File: src/hdl/pdnr_pkg.sv
// ----------------------------------------------------------------------------
// PLL divider search package
// Shared types and constants of the nearest-ratio divider search.
// ----------------------------------------------------------------------------
package pdnr_pkg;

    localparam int TW = 9;   // target frequency and limit width
    localparam int CW = 8;   // control byte width
    localparam int NW = 7;   // N divider width
    localparam int MW = 6;   // M divider width

    localparam logic [NW-1:0] N_FIRST = 7'd21;
    localparam logic [NW-1:0] N_LAST  = 7'd125;
    localparam logic [MW-1:0] M_FIRST = 6'd20;
    localparam logic [MW-1:0] M_END   = 6'd59;
    // From this N on, the lower M bound N/2+1 rises above M_FIRST.
    localparam logic [NW-1:0] N_MSTART_GROW = 7'd40;

    localparam logic [3:0] SEL_HI_1 = 4'd1;
    localparam logic [3:0] SEL_HI_5 = 4'd5;
    localparam logic [3:0] SEL_LO_4 = 4'd4;
    localparam logic [3:0] SEL_LO_8 = 4'd8;
    localparam logic [3:0] SEL_LO_9 = 4'd9;

    localparam logic [CW-1:0] CTRL_WE_MASK   = 8'h01;
    localparam logic [CW-1:0] CTRL_KEEP_MASK = 8'h7F;

    localparam logic STATUS_OK   = 1'b0;
    localparam logic STATUS_NONE = 1'b1;

    localparam logic REG_LOW_LIMIT  = 1'b0;
    localparam logic REG_HIGH_LIMIT = 1'b1;

    typedef struct packed {
        logic          valid;
        logic [NW-1:0] n;
        logic [MW-1:0] m;
    } pdnr_cand_t;

    typedef struct packed {
        logic          found;
        logic [NW-1:0] n;
        logic [MW-1:0] m;
    } pdnr_best_t;

endpackage

File: src/hdl/pll_divider_nearest_ratio_search_unit.sv
// ----------------------------------------------------------------------------
// PLL divider nearest-ratio search unit
// Picks the PLL divider pair M/N closest to reference/target for a requested
// bus frequency, after checking the target against two limit registers.
// ----------------------------------------------------------------------------
//  Channel  Handshake          Payload
//  input    in_valid/in_stall  target_freq, control_byte
//  output   out_valid/out_stall status, n_divider, m_divider,
//                              m_register_byte, control_byte_out
//  config   cfg_we             cfg_index, cfg_data
//
//  A word in limits is walked through every candidate pair and every N step
//  in ST_SEARCH, through a single accumulator datapath and one compare unit,
//  then through ST_DRAIN and ST_FINISH before the result is loaded.
//  A word outside the limits skips the search and goes straight to ST_FINISH.
//  in_stall is high from acceptance until the result is loaded; a stalled
//  output holds its word while the next input word may already be accepted.
//  Reset sets limits to 100 and 300 MHz; clears state, candidate, out_valid.
// ----------------------------------------------------------------------------
module pll_divider_nearest_ratio_search_unit #(
    parameter int FRAC_BITS = 16
) (
    input  logic                      clk,
    input  logic                      rst_n,
    input  logic                      in_valid,
    output logic                      in_stall,
    input  logic [pdnr_pkg::TW-1:0]   target_freq,
    input  logic [pdnr_pkg::CW-1:0]   control_byte,
    output logic                      out_valid,
    input  logic                      out_stall,
    output logic                      status,
    output logic [pdnr_pkg::NW-1:0]   n_divider,
    output logic [pdnr_pkg::MW-1:0]   m_divider,
    output logic [pdnr_pkg::CW-1:0]   m_register_byte,
    output logic [pdnr_pkg::CW-1:0]   control_byte_out,
    input  logic                      cfg_we,
    input  logic [0:0]                cfg_index,
    input  logic [pdnr_pkg::TW-1:0]   cfg_data
);
    import pdnr_pkg::*;

    localparam int TSW = TW + FRAC_BITS;      // target scaled
    localparam int PRW = 8 + FRAC_BITS;       // reference in Q8.FRAC_BITS
    localparam int AW  = 15 + FRAC_BITS;      // M*ts, P*N and their difference
    localparam int NTW = 16 + FRAC_BITS;      // N*ts

    localparam longint unsigned REF_HI  =
        ((64'd127994667 << FRAC_BITS) + 64'd500000) / 64'd1000000;
    localparam longint unsigned REF_LO  = ((64'd95966 << FRAC_BITS) + 64'd500) / 64'd1000;
    localparam longint unsigned REF_DEF = ((64'd191992 << FRAC_BITS) + 64'd500) / 64'd1000;
    localparam longint unsigned REF_HI_N0  = REF_HI * 64'd21;
    localparam longint unsigned REF_LO_N0  = REF_LO * 64'd21;
    localparam longint unsigned REF_DEF_N0 = REF_DEF * 64'd21;

    localparam logic [1:0] ST_IDLE   = 2'd0;
    localparam logic [1:0] ST_SEARCH = 2'd1;
    localparam logic [1:0] ST_DRAIN  = 2'd2;
    localparam logic [1:0] ST_FINISH = 2'd3;

    logic [1:0]     state_reg, state_next;
    logic [TW-1:0]  low_reg, low_next;
    logic [TW-1:0]  high_reg, high_next;
    logic [CW-1:0]  ctrl_reg, ctrl_next;
    logic [NW-1:0]  n_reg, n_next;
    logic [MW-1:0]  m_reg, m_next;
    logic [MW-1:0]  mstart_reg, mstart_next;
    logic [TSW-1:0] ts_reg, ts_next;
    logic [PRW-1:0] p_reg, p_next;
    logic [AW-1:0]  a_reg, a_next;
    logic [AW-1:0]  ms_reg, ms_next;
    logic [AW-1:0]  b_reg, b_next;
    logic [NTW-1:0] nts_reg, nts_next;
    pdnr_cand_t     cand_reg, cand_next;
    logic [AW-1:0]  err_reg, err_next;
    logic [NTW-1:0] cnts_reg, cnts_next;

    logic           out_valid_reg, out_valid_next;
    logic           status_reg, status_next;
    logic [NW-1:0]  n_out_reg, n_out_next;
    logic [MW-1:0]  m_out_reg, m_out_next;
    logic [CW-1:0]  ctrl_out_reg, ctrl_out_next;

    logic           accept;
    logic           out_free;
    logic           in_limits;
    logic [3:0]     sel;
    logic [PRW-1:0] p_sel;
    logic [AW-1:0]  pn0_sel;
    logic           m_ok;
    logic [NW-1:0]  n_step;
    logic           mstart_inc;
    pdnr_best_t     best;

    assign accept   = in_valid && !in_stall;
    assign out_free = !out_valid_reg || !out_stall;
    assign in_stall = (state_reg != ST_IDLE);
    assign in_limits = (target_freq >= low_reg) && (target_freq <= high_reg);
    assign sel = control_byte[4:1];

    always_comb
    begin
        unique case (sel) inside
            SEL_HI_1, SEL_HI_5:
            begin
                p_sel   = PRW'(REF_HI);
                pn0_sel = AW'(REF_HI_N0);
            end
            SEL_LO_4, SEL_LO_8, SEL_LO_9:
            begin
                p_sel   = PRW'(REF_LO);
                pn0_sel = AW'(REF_LO_N0);
            end
            default:
            begin
                p_sel   = PRW'(REF_DEF);
                pn0_sel = AW'(REF_DEF_N0);
            end
        endcase
    end

    // Configuration writes.
    always_comb
    begin
        low_next  = low_reg;
        high_next = high_reg;
        if (cfg_we)
        begin
            unique case (cfg_index)
                REG_LOW_LIMIT:  low_next  = cfg_data;
                REG_HIGH_LIMIT: high_next = cfg_data;
                default:        ;
            endcase
        end
    end

    // Search sequencer. Products M*ts, P*N and N*ts are kept as running sums.
    assign m_ok       = (NW'(m_reg) < n_reg) && (m_reg < M_END);
    assign n_step     = n_reg + NW'(1);
    assign mstart_inc = !n_step[0] && (n_step >= N_MSTART_GROW);

    always_comb
    begin
        state_next  = state_reg;
        ctrl_next   = ctrl_reg;
        n_next      = n_reg;
        m_next      = m_reg;
        mstart_next = mstart_reg;
        ts_next     = ts_reg;
        p_next      = p_reg;
        a_next      = a_reg;
        ms_next     = ms_reg;
        b_next      = b_reg;
        nts_next    = nts_reg;
        cand_next   = '0;
        err_next    = err_reg;
        cnts_next   = cnts_reg;

        unique case (state_reg)
            ST_IDLE:
            begin
                if (accept)
                begin
                    ctrl_next   = (control_byte | CTRL_WE_MASK) & CTRL_KEEP_MASK;
                    n_next      = N_FIRST;
                    m_next      = M_FIRST;
                    mstart_next = M_FIRST;
                    ts_next     = {target_freq, {FRAC_BITS{1'b0}}};
                    p_next      = p_sel;
                    a_next      = AW'({target_freq, {FRAC_BITS{1'b0}}}) * AW'(M_FIRST);
                    ms_next     = AW'({target_freq, {FRAC_BITS{1'b0}}}) * AW'(M_FIRST);
                    b_next      = pn0_sel;
                    nts_next    = NTW'({target_freq, {FRAC_BITS{1'b0}}}) * NTW'(N_FIRST);
                    state_next  = in_limits ? ST_SEARCH : ST_FINISH;
                end
            end
            ST_SEARCH:
            begin
                if (m_ok)
                begin
                    cand_next.valid = 1'b1;
                    cand_next.n     = n_reg;
                    cand_next.m     = m_reg;
                    err_next        = (a_reg > b_reg) ? a_reg - b_reg : b_reg - a_reg;
                    cnts_next       = nts_reg;
                    m_next          = m_reg + MW'(1);
                    a_next          = a_reg + AW'(ts_reg);
                end
                else if (n_reg == N_LAST)
                begin
                    state_next = ST_DRAIN;
                end
                else
                begin
                    n_next      = n_step;
                    mstart_next = mstart_reg + MW'(mstart_inc);
                    ms_next     = mstart_inc ? ms_reg + AW'(ts_reg) : ms_reg;
                    a_next      = ms_next;
                    m_next      = mstart_next;
                    b_next      = b_reg + AW'(p_reg);
                    nts_next    = nts_reg + NTW'(ts_reg);
                end
            end
            ST_DRAIN:
            begin
                state_next = ST_FINISH;
            end
            ST_FINISH:
            begin
                if (out_free)
                begin
                    state_next = ST_IDLE;
                end
            end
            default:
            begin
                state_next = ST_IDLE;
            end
        endcase
    end

    // Output word register.
    always_comb
    begin
        out_valid_next = out_valid_reg;
        status_next    = status_reg;
        n_out_next     = n_out_reg;
        m_out_next     = m_out_reg;
        ctrl_out_next  = ctrl_out_reg;
        if (out_valid_reg && !out_stall)
        begin
            out_valid_next = 1'b0;
        end
        if (state_reg == ST_FINISH && out_free)
        begin
            out_valid_next = 1'b1;
            if (best.found)
            begin
                status_next   = STATUS_OK;
                n_out_next    = best.n;
                m_out_next    = best.m;
                ctrl_out_next = ctrl_reg;
            end
            else
            begin
                status_next   = STATUS_NONE;
                n_out_next    = '0;
                m_out_next    = '0;
                ctrl_out_next = '0;
            end
        end
    end

    pdnr_best_track #(
        .AW  (AW),
        .NTW (NTW)
    ) u_best (
        .clk   (clk),
        .rst_n (rst_n),
        .start (accept),
        .cand  (cand_reg),
        .err   (err_reg),
        .nts   (cnts_reg),
        .best  (best)
    );

    always_ff @(posedge clk or negedge rst_n)
    begin
        if (!rst_n)
        begin
            state_reg     <= ST_IDLE;
            low_reg       <= TW'(100);
            high_reg      <= TW'(300);
            cand_reg      <= '0;
            out_valid_reg <= 1'b0;
        end
        else
        begin
            state_reg     <= state_next;
            low_reg       <= low_next;
            high_reg      <= high_next;
            cand_reg      <= cand_next;
            out_valid_reg <= out_valid_next;
        end
    end

    always_ff @(posedge clk)
    begin
        ctrl_reg     <= ctrl_next;
        n_reg        <= n_next;
        m_reg        <= m_next;
        mstart_reg   <= mstart_next;
        ts_reg       <= ts_next;
        p_reg        <= p_next;
        a_reg        <= a_next;
        ms_reg       <= ms_next;
        b_reg        <= b_next;
        nts_reg      <= nts_next;
        err_reg      <= err_next;
        cnts_reg     <= cnts_next;
        status_reg   <= status_next;
        n_out_reg    <= n_out_next;
        m_out_reg    <= m_out_next;
        ctrl_out_reg <= ctrl_out_next;
    end

    assign out_valid        = out_valid_reg;
    assign status           = status_reg;
    assign n_divider        = n_out_reg;
    assign m_divider        = m_out_reg;
    assign m_register_byte  = (m_out_reg == '0) ? '0 : {1'b0, m_out_reg, 1'b1};
    assign control_byte_out = ctrl_out_reg;

`ifndef ASSERT_OFF
    a_result_pair: assert property (@(posedge clk) disable iff (!rst_n)
        out_valid && status == STATUS_OK |->
            n_divider >= N_FIRST && m_divider >= M_FIRST && NW'(m_divider) < n_divider)
        else $error("delivered divider pair outside the search range");

    a_busy_after_accept: assert property (@(posedge clk) disable iff (!rst_n)
        in_valid && !in_stall |=> in_stall)
        else $error("input not held off after a word was accepted");

    a_cand_in_search: assert property (@(posedge clk) disable iff (!rst_n)
        cand_reg.valid |-> state_reg == ST_SEARCH || state_reg == ST_DRAIN)
        else $error("candidate pending outside the search");
`endif

endmodule

File: src/hdl/pdnr_best_track.sv
// ----------------------------------------------------------------------------
// PLL divider search best-candidate tracker
// Compares each candidate error against N*ts before a hit, then against the
// best so far by cross multiplication; keeps the first strictly better pair.
// ----------------------------------------------------------------------------
module pdnr_best_track #(
    parameter int AW  = 31,
    parameter int NTW = 32
) (
    input  logic                 clk,
    input  logic                 rst_n,
    input  logic                 start,
    input  pdnr_pkg::pdnr_cand_t cand,
    input  logic [AW-1:0]        err,
    input  logic [NTW-1:0]       nts,
    output pdnr_pkg::pdnr_best_t best
);
    import pdnr_pkg::*;

    localparam int PW = AW + NW;

    logic          found_reg;
    logic          found_next;
    logic [NW-1:0] best_n_reg;
    logic [NW-1:0] best_n_next;
    logic [MW-1:0] best_m_reg;
    logic [MW-1:0] best_m_next;
    logic [AW-1:0] best_err_reg;
    logic [AW-1:0] best_err_next;
    logic [PW-1:0] lhs;
    logic [PW-1:0] rhs;
    logic          better;

    // Before any hit, a candidate's error must be below N*ts, so its ratio misses by less than one.
    always_comb
    begin
        if (found_reg)
        begin
            lhs = PW'(err) * PW'(best_n_reg);
            rhs = PW'(best_err_reg) * PW'(cand.n);
        end
        else
        begin
            lhs = PW'(err);
            rhs = PW'(nts);
        end
        better = cand.valid && (lhs < rhs);
    end

    always_comb
    begin
        found_next    = found_reg;
        best_n_next   = best_n_reg;
        best_m_next   = best_m_reg;
        best_err_next = best_err_reg;
        if (start)
        begin
            found_next = 1'b0;
        end
        else if (better)
        begin
            found_next    = 1'b1;
            best_n_next   = cand.n;
            best_m_next   = cand.m;
            best_err_next = err;
        end
    end

    always_ff @(posedge clk or negedge rst_n)
    begin
        if (!rst_n)
        begin
            found_reg <= 1'b0;
        end
        else
        begin
            found_reg <= found_next;
        end
    end

    always_ff @(posedge clk)
    begin
        best_n_reg   <= best_n_next;
        best_m_reg   <= best_m_next;
        best_err_reg <= best_err_next;
    end

    assign best.found = found_reg;
    assign best.n     = best_n_reg;
    assign best.m     = best_m_reg;

`ifndef ASSERT_OFF
    a_best_in_range: assert property (@(posedge clk) disable iff (!rst_n)
        found_reg |-> best_n_reg >= N_FIRST && best_m_reg >= M_FIRST &&
                      best_m_reg < M_END && best_m_reg < best_n_reg)
        else $error("best pair outside the search range");

    a_found_from_cand: assert property (@(posedge clk) disable iff (!rst_n)
        $rose(found_reg) |-> $past(cand.valid))
        else $error("best pair appeared without a candidate");

    a_start_clears: assert property (@(posedge clk) disable iff (!rst_n)
        start |=> !found_reg)
        else $error("start did not clear the best pair");
`endif

endmodule
File: config.mk
export PLATFORM = sky130hd
export DESIGN_NAME = pll_divider_nearest_ratio_search_unit
export DESIGN_NICKNAME = d
export VERILOG_FILES = /design/src/hdl/pdnr_pkg.sv /design/src/hdl/pll_divider_nearest_ratio_search_unit.sv /design/src/hdl/pdnr_best_track.sv
export SDC_FILE = /design/constraint.sdc
export NUM_CORES = 2
export LEC_CHECK = 0
export ABC_AREA = 1
export ABC_CLOCK_PERIOD_IN_PS = 13450
export BUFFER_PORTS_ARGS = -buffer_cell sky130_fd_sc_hd__buf_2
export CORE_MARGIN = 10
export CORE_UTILIZATION = 40
export CTS_CLUSTER_DIAMETER = 40
export DETAILED_ROUTE_END_ITERATION = 8
export GPL_ROUTABILITY_DRIVEN = 1
export GPL_TIMING_DRIVEN = 0
export PLACE_DENSITY_LB_ADDON = 0.2
export SLEW_MARGIN = 5
export SYNTH_ARGS = -nofsm -noshare
export SYNTH_HDL_FRONTEND = slang
export SYNTH_SLANG_ARGS = --single-unit
File: constraint.sdc
create_clock -name clk -period 13.45 [get_ports clk]
set_clock_uncertainty 0.15 [all_clocks]
set_input_delay 2.69 -clock clk [delete_from_list [all_inputs] [get_ports clk]]
set_output_delay 2.69 -clock clk [all_outputs]
set_load 0.005 [all_outputs]
After elaboration in Yosys (flattened, before gate mapping)
Index checks and enable logic that the tools add are counted.
{"block": "totals", "output_inout_bits": 32, "in_bits": 32, "wordCells": 136, "register_bits": 347}
{"block": "classes", "reduce_logical": 28, "mux": 44, "n_lt_le_gt_ge": 7, "mul": 4, "bitwise": 2, "addsub": 9, "eq_ne": 15}
{"operator": "$mux W31", "count": 9}
{"operator": "$pmux W31 S2", "count": 3}
{"operator": "$mux W32", "count": 3}
{"operator": "$mul A31 B7 Y38", "count": 2}
{"operator": "$mux W38", "count": 2}
{"operator": "$pmux W32 S2", "count": 1}
{"operator": "$add A31 B25 Y31", "count": 2}
{"operator": "$sub A31 B31 Y31", "count": 2}
{"operator": "$pmux W28 S2", "count": 1}
{"operator": "$pmux W24 S2", "count": 1}
{"operator": "$lt A38 B38 Y1", "count": 1}
{"operator": "$add A32 B25 Y32", "count": 1}
{"operator": "$add A31 B24 Y31", "count": 1}
{"operator": "$gt A31 B31 Y1", "count": 1}
{"operator": "$mux W14", "count": 2}
{"operator": "$mux W7", "count": 4}
{"operator": "$mux W6", "count": 4}
{"operator": "$pmux W6 S2", "count": 2}
{"operator": "$mul A9 B5 Y14 const B", "count": 1}
{"operator": "$pmux W7 S2", "count": 1}
{"operator": "$mul A9 B3 Y12 const B", "count": 1}
{"operator": "$mux W2", "count": 5}
{"operator": "$ne A2 B2 Y1 const B", "count": 5}
{"operator": "$reduce_and A2 Y1", "count": 5}
{"operator": "28 further kinds", "count": 49}

Logic depth before layout (Yosys ltp)
{"block": "depth", "depth_word": 7, "mapped_depth": 34, "mapped_depth_nobuf": 33}

Cells and area by module
From an unflattened synthesis, not the netlist that was laid out.
{"block": "hier_totals", "hier_cells": 4824, "hier_area_um2": 34440.5}
{"module": "pdnr_best_track", "area_each_um2": 18859.3, "n_inst": 1, "seq_area_each_um2": 1346.3, "cells_each": 2887}
{"module": "pll_divider_nearest_ratio_search_unit", "area_each_um2": 15581.2, "n_inst": 1, "seq_area_each_um2": 6379.9, "cells_each": 1937}

Least setup slack after synthesis
Ideal clock, no wire load.
{"block": "synth_timing", "path_type": "input port to flip-flop", "start": "in in_valid", "end": "reg b_reg[10] (enable)", "required_time_ns": 12.703, "path_buffers": 0, "path_stages": 3, "setup_slack_ns": 4.730, "arrival_time_ns": 7.973, "cell_sequence": "or2_2 -> o21ai_0 -> nor3_1"}
{"block": "synth_via", "elab_chain_cells": 3}
{"element": "start, declared", "line": "pll_divider_nearest_ratio_search_unit.sv:25", "rtl": "input logic in_valid,"}
{"element": "$logic_and A1 B1 Y1", "line": "pll_divider_nearest_ratio_search_unit.sv:94", "rtl": "assign accept = in_valid && !in_stall;"}
{"element": "$ne A2 B2 Y1 (no line)"}
{"element": "$reduce_and A4 Y1 (no line)"}
{"element": "end signal, assigned", "line": "pll_divider_nearest_ratio_search_unit.sv:296", "rtl": "b_reg <= b_next;"}
{"element": "end, declared", "line": "pll_divider_nearest_ratio_search_unit.sv:71", "rtl": "logic [AW-1:0] b_reg, b_next;"}
Every way passes these cells.
A chain may end at the register's enable or synchronous reset.

Final worst setup path
{"block": "layout_timing", "start": "reg cand_reg[10] (netlist bit)", "end": "reg u_best.best_err_reg[26] (enable)"}
{"block": "layout_via", "elab_chain_cells": 5}
{"element": "start, declared", "line": "pll_divider_nearest_ratio_search_unit.sv:73", "rtl": "pdnr_cand_t cand_reg, cand_next;"}
{"element": "start signal, assigned", "line": "pll_divider_nearest_ratio_search_unit.sv:281", "rtl": "cand_reg <= cand_next;"}
{"element": "$mul A31 B7 Y38", "line": "pdnr_best_track.sv:40", "rtl": "rhs = PW'(best_err_reg) * PW'(cand.n);"}
{"element": "$mux W38", "line": "pdnr_best_track.sv:37", "rtl": "if (found_reg)"}
{"element": "$lt A38 B38 Y1", "line": "pdnr_best_track.sv:47", "rtl": "better = cand.valid && (lhs < rhs);"}
{"element": "$logic_and A1 B1 Y1", "line": "pdnr_best_track.sv:47"}
{"element": "$reduce_and A2 Y1 (no line)"}
{"element": "end signal, assigned", "line": "pdnr_best_track.sv:85", "rtl": "best_err_reg <= best_err_next;"}
{"element": "end, declared", "line": "pdnr_best_track.sv:28", "rtl": "logic [AW-1:0] best_err_reg;"}
Every way passes these cells.

==> metrics.txt <==
status finished clean; DR DRC count 0; weighted congestion reported at the end of routability-driven placement a little under 1; launching point of the worst reg2reg path cand_reg[10]$_DFF_PN0_; Critical-path top delay cell sky130_fd_sc_hd__dfrtp_1; Inserted Diodes 0; Max H-tree Level 2; post-synthesis async set-or-reset flop share 0.137; Vert. Die Dim roughly 310 microns; Crit Path Category register to register; Filler Cell Count 8568; top cells by area in the synthesized netlist sky130_fd_sc_hd__edfxtp_1, sky130_fd_sc_hd__fa_1, sky130_fd_sc_hd__nand2_1, sky130_fd_sc_hd__inv_1, sky130_fd_sc_hd__ha_1; Slowest Stage Delay on Critical Path ~0.69 ns; area fraction in compound gates after synthesis 0.0924; initial core utilization 0.403; total I/O pin count 64; Detailed Routing Iterations Pass 1 6; overall track demand over capacity in global routing 0.222; most prevalent standard cell on the critical path sky130_fd_sc_hd__nand2_1; Skew-Pair Late Insertion Delay between 0.6 and 0.7 ns; CTS sink count between 200 and 300; Post-Synthesis Cell Area between 0.03 and 0.04 sq mm; max-cap violations 0; initial antenna violation count 3; GRT Residual Overflow 0; critical path startpoint category register; most used cells in the layout excluding fill and tap cells sky130_fd_sc_hd__nand2_1, sky130_fd_sc_hd__inv_1, sky130_fd_sc_hd__fa_1; number of setup violations in the final report 0; footprint of the flip-flops and latches 0.00770 sq mm; Clock Tree Root sky130_fd_sc_hd__clkbuf_16; peak fanout along the critical path 24; clock-pin slew on the worst setup and hold paths ~0.06 ns; top cell type's share of synthesized area 0.205; capturing instance or port of the critical path u_best.best_err_reg[26]$_DFFE_PP_; final count of hold timing violations 0; max-slew violation total from the final report 0; Resized cells post-CTS 0; TritonCTS clock tree yes; Via Count 28882; final setup TNS 0 ns; simple-gate area share of the yosys netlist 0.241; area of the core region ~0.082 sq mm; number of nets in the final layout approximately 5300; fraction of synthesized area in multiplexers 0; count of flip-flops with a built-in enable after synthesis around 230; worst setup path startpoint cand_reg[10]$_DFF_PN0_; maximum number of pins on one net before global-route repair 37; DRC violation total after the first TritonRoute iteration 2073; combinational family with the most area after synthesis adder cells; xor-xnor portion of the synthesized cell area 0.0212; hpwl dp between 80 and 90 mm; minimum clock period after layout around 7.8 ns; slew at the pin with the worst max-slew slack around 1.1 ns; Synth Flop Type sky130_fd_sc_hd__edfxtp_1; wire length of the first global-routing pass ~160 mm; Post-DRT Antenna Nets 0; mean post-synth cell area between 7 and 8 sq um; # Post-CTS Setup Buffers 0; dominant cell type by area after synthesis sky130_fd_sc_hd__edfxtp_1; share of layout cells above drive strength 1 0.0596; area overhead of the layout relative to synthesis 11.3%; reg2reg setup slack roughly 5.6 ns; maximum clock frequency 128 MHz; sequential cell area fraction in the yosys report 0.233; Synth Warn # 0; hold_buf cts 0; critical path endpoint category register; largest buffer count on any clock path 3; die area ~0.095 sq mm; Crit Reg-Reg Endpoint u_best.best_err_reg[26]$_DFFE_PP_; leading cell type in the layout, fill and taps excluded sky130_fd_sc_hd__nand2_1; via count of the first global-routing pass approximately 29000; number of different library cells in the post-synthesis netlist between 50 and 60; fin crit share 0.581; overall die width around 310 microns; worst endpoint data arrival time ~8 ns; post-detailed-route via-to-cell ratio ~5.0; critical path required time around 14 ns; gate count of the mapped netlist 4514; class of the worst hold path register to register; depth of the worst register-to-register path 32; sum of routed wire length over all layers ~100 mm; cell row count between 100 and 150; mean routed wirelength per cell between 15 and 20 microns; unrepaired setup endpoints after global routing false; post-synthesis sequential element count ~260; total of buffers placed on input and output ports just under 60; number of buffers created by CTS between 50 and 60; Slew HR 0.270; post-synthesis adder-cell area fraction 0.285; multi-input gate area in the final layout between 0.02 and 0.025 sq mm
[critical path: cells and delay by family, from the launching register on]
family	cells	cell delay, ns
AND/OR/NAND/NOR	19	2.15
buffers and inverters	6	1.25
AO/OA/AOI/OAI	1	0.43
flip-flops	1	0.69
adder cells (fa/ha/maj)	6	2.79
[cell families after synthesis]
| family | Yosys count |
|---|---|
| compound gates | 569 |
| buf+inv | 1089 |
| other cells | 2 |
| simple gates | 1939 |
| fa+ha+maj | 573 |
| flops | 262 |
| xor+xnor | 80 |
[cell type report]
| type | count | area share |
|---|---|---|
| plain buffers | 137 | 0.0170 |
| clock buffers | 55 | 0.0362 |
| clock inverters | 45 | 0.0139 |
| inverters | 952 | 0.0972 |
| multi-input cells | 3175 | 0.577 |
| flip-flops and latches | 262 | 0.209 |
| well taps | 1070 | 0.0364 |
| repair buffers | 72 | 0.0133 |
[stage by stage]
| stage | utilization | cell area (sq um) | setup slack, ns | hold slack [ns] | cells |
|---|---|---|---|---|---|
| CTS | 0.449 | 36800 | 5.64 | 0.240 | 5768 |
| floorplan | - | 33100 | 4.73 | 0.251 | 4526 |
| detailed placement | 0.426 | 35000 | 5.74 | 0.254 | 5668 |
| global route | 0.449 | 36800 | 5.15 | 0.260 | 5768 |
| global placement | 0.424 | 34700 | 1.25 | 0.255 | 5655 |
| finish | 0.449 | 36800 | 5.64 | 0.239 | 5768 |
[Yosys cell counts (29+ instances only)]
cell,instances
sky130_fd_sc_hd__nand4_1,53
sky130_fd_sc_hd__o21ai_0,213
sky130_fd_sc_hd__edfxtp_1,226
sky130_fd_sc_hd__nor3_1,33
sky130_fd_sc_hd__nor2_1,292
sky130_fd_sc_hd__dfrtp_1,29
sky130_fd_sc_hd__inv_1,943
sky130_fd_sc_hd__a21oi_1,265
sky130_fd_sc_hd__ha_1,271
sky130_fd_sc_hd__clkbuf_1,73
sky130_fd_sc_hd__nand2_1,1272
sky130_fd_sc_hd__nand3_1,224
sky130_fd_sc_hd__xnor2_1,37
sky130_fd_sc_hd__xor2_1,43
sky130_fd_sc_hd__fa_1,302
[worst min-delay path by stage]
stage | start | endpoint | slack [ns] | cells past startpoint
final | err_reg[20]$_DFFE_PP_ | u_best.best_err_reg[20]$_DFFE_PP_ | 0.24 | 0
after global routing | err_reg[20]$_DFFE_PP_ | u_best.best_err_reg[20]$_DFFE_PP_ | 0.26 | 0
after CTS | err_reg[30]$_DFFE_PP_ | u_best.best_err_reg[30]$_DFFE_PP_ | 0.24 | 0
after detailed placement | cand_reg[5]$_DFF_PN0_ | u_best.best_m_reg[5]$_DFFE_PP_ | 0.25 | 0
after global placement | cand_reg[4]$_DFF_PN0_ | u_best.best_m_reg[4]$_DFFE_PP_ | 0.25 | 0
after floorplan | cand_reg[0]$_DFF_PN0_ | u_best.best_m_reg[0]$_DFFE_PP_ | 0.25 | 0
[routing by layer]
| metal | up-vias | GRT usage | routed length [microns] |
|---|---|---|---|
| li1 | 14331 | - | - |
| met1 | 13665 | 0.281 | 44600 |
| met2 | 731 | 0.387 | 50700 |
| met3 | 155 | 0.0298 | 5740 |
| met4 | 0 | 0.0728 | 3620 |
| met5 | - | 0 | 0 |
Power is not shown: default switching activity piles up to over one toggle a cycle in this logic, so the estimate is an artifact.
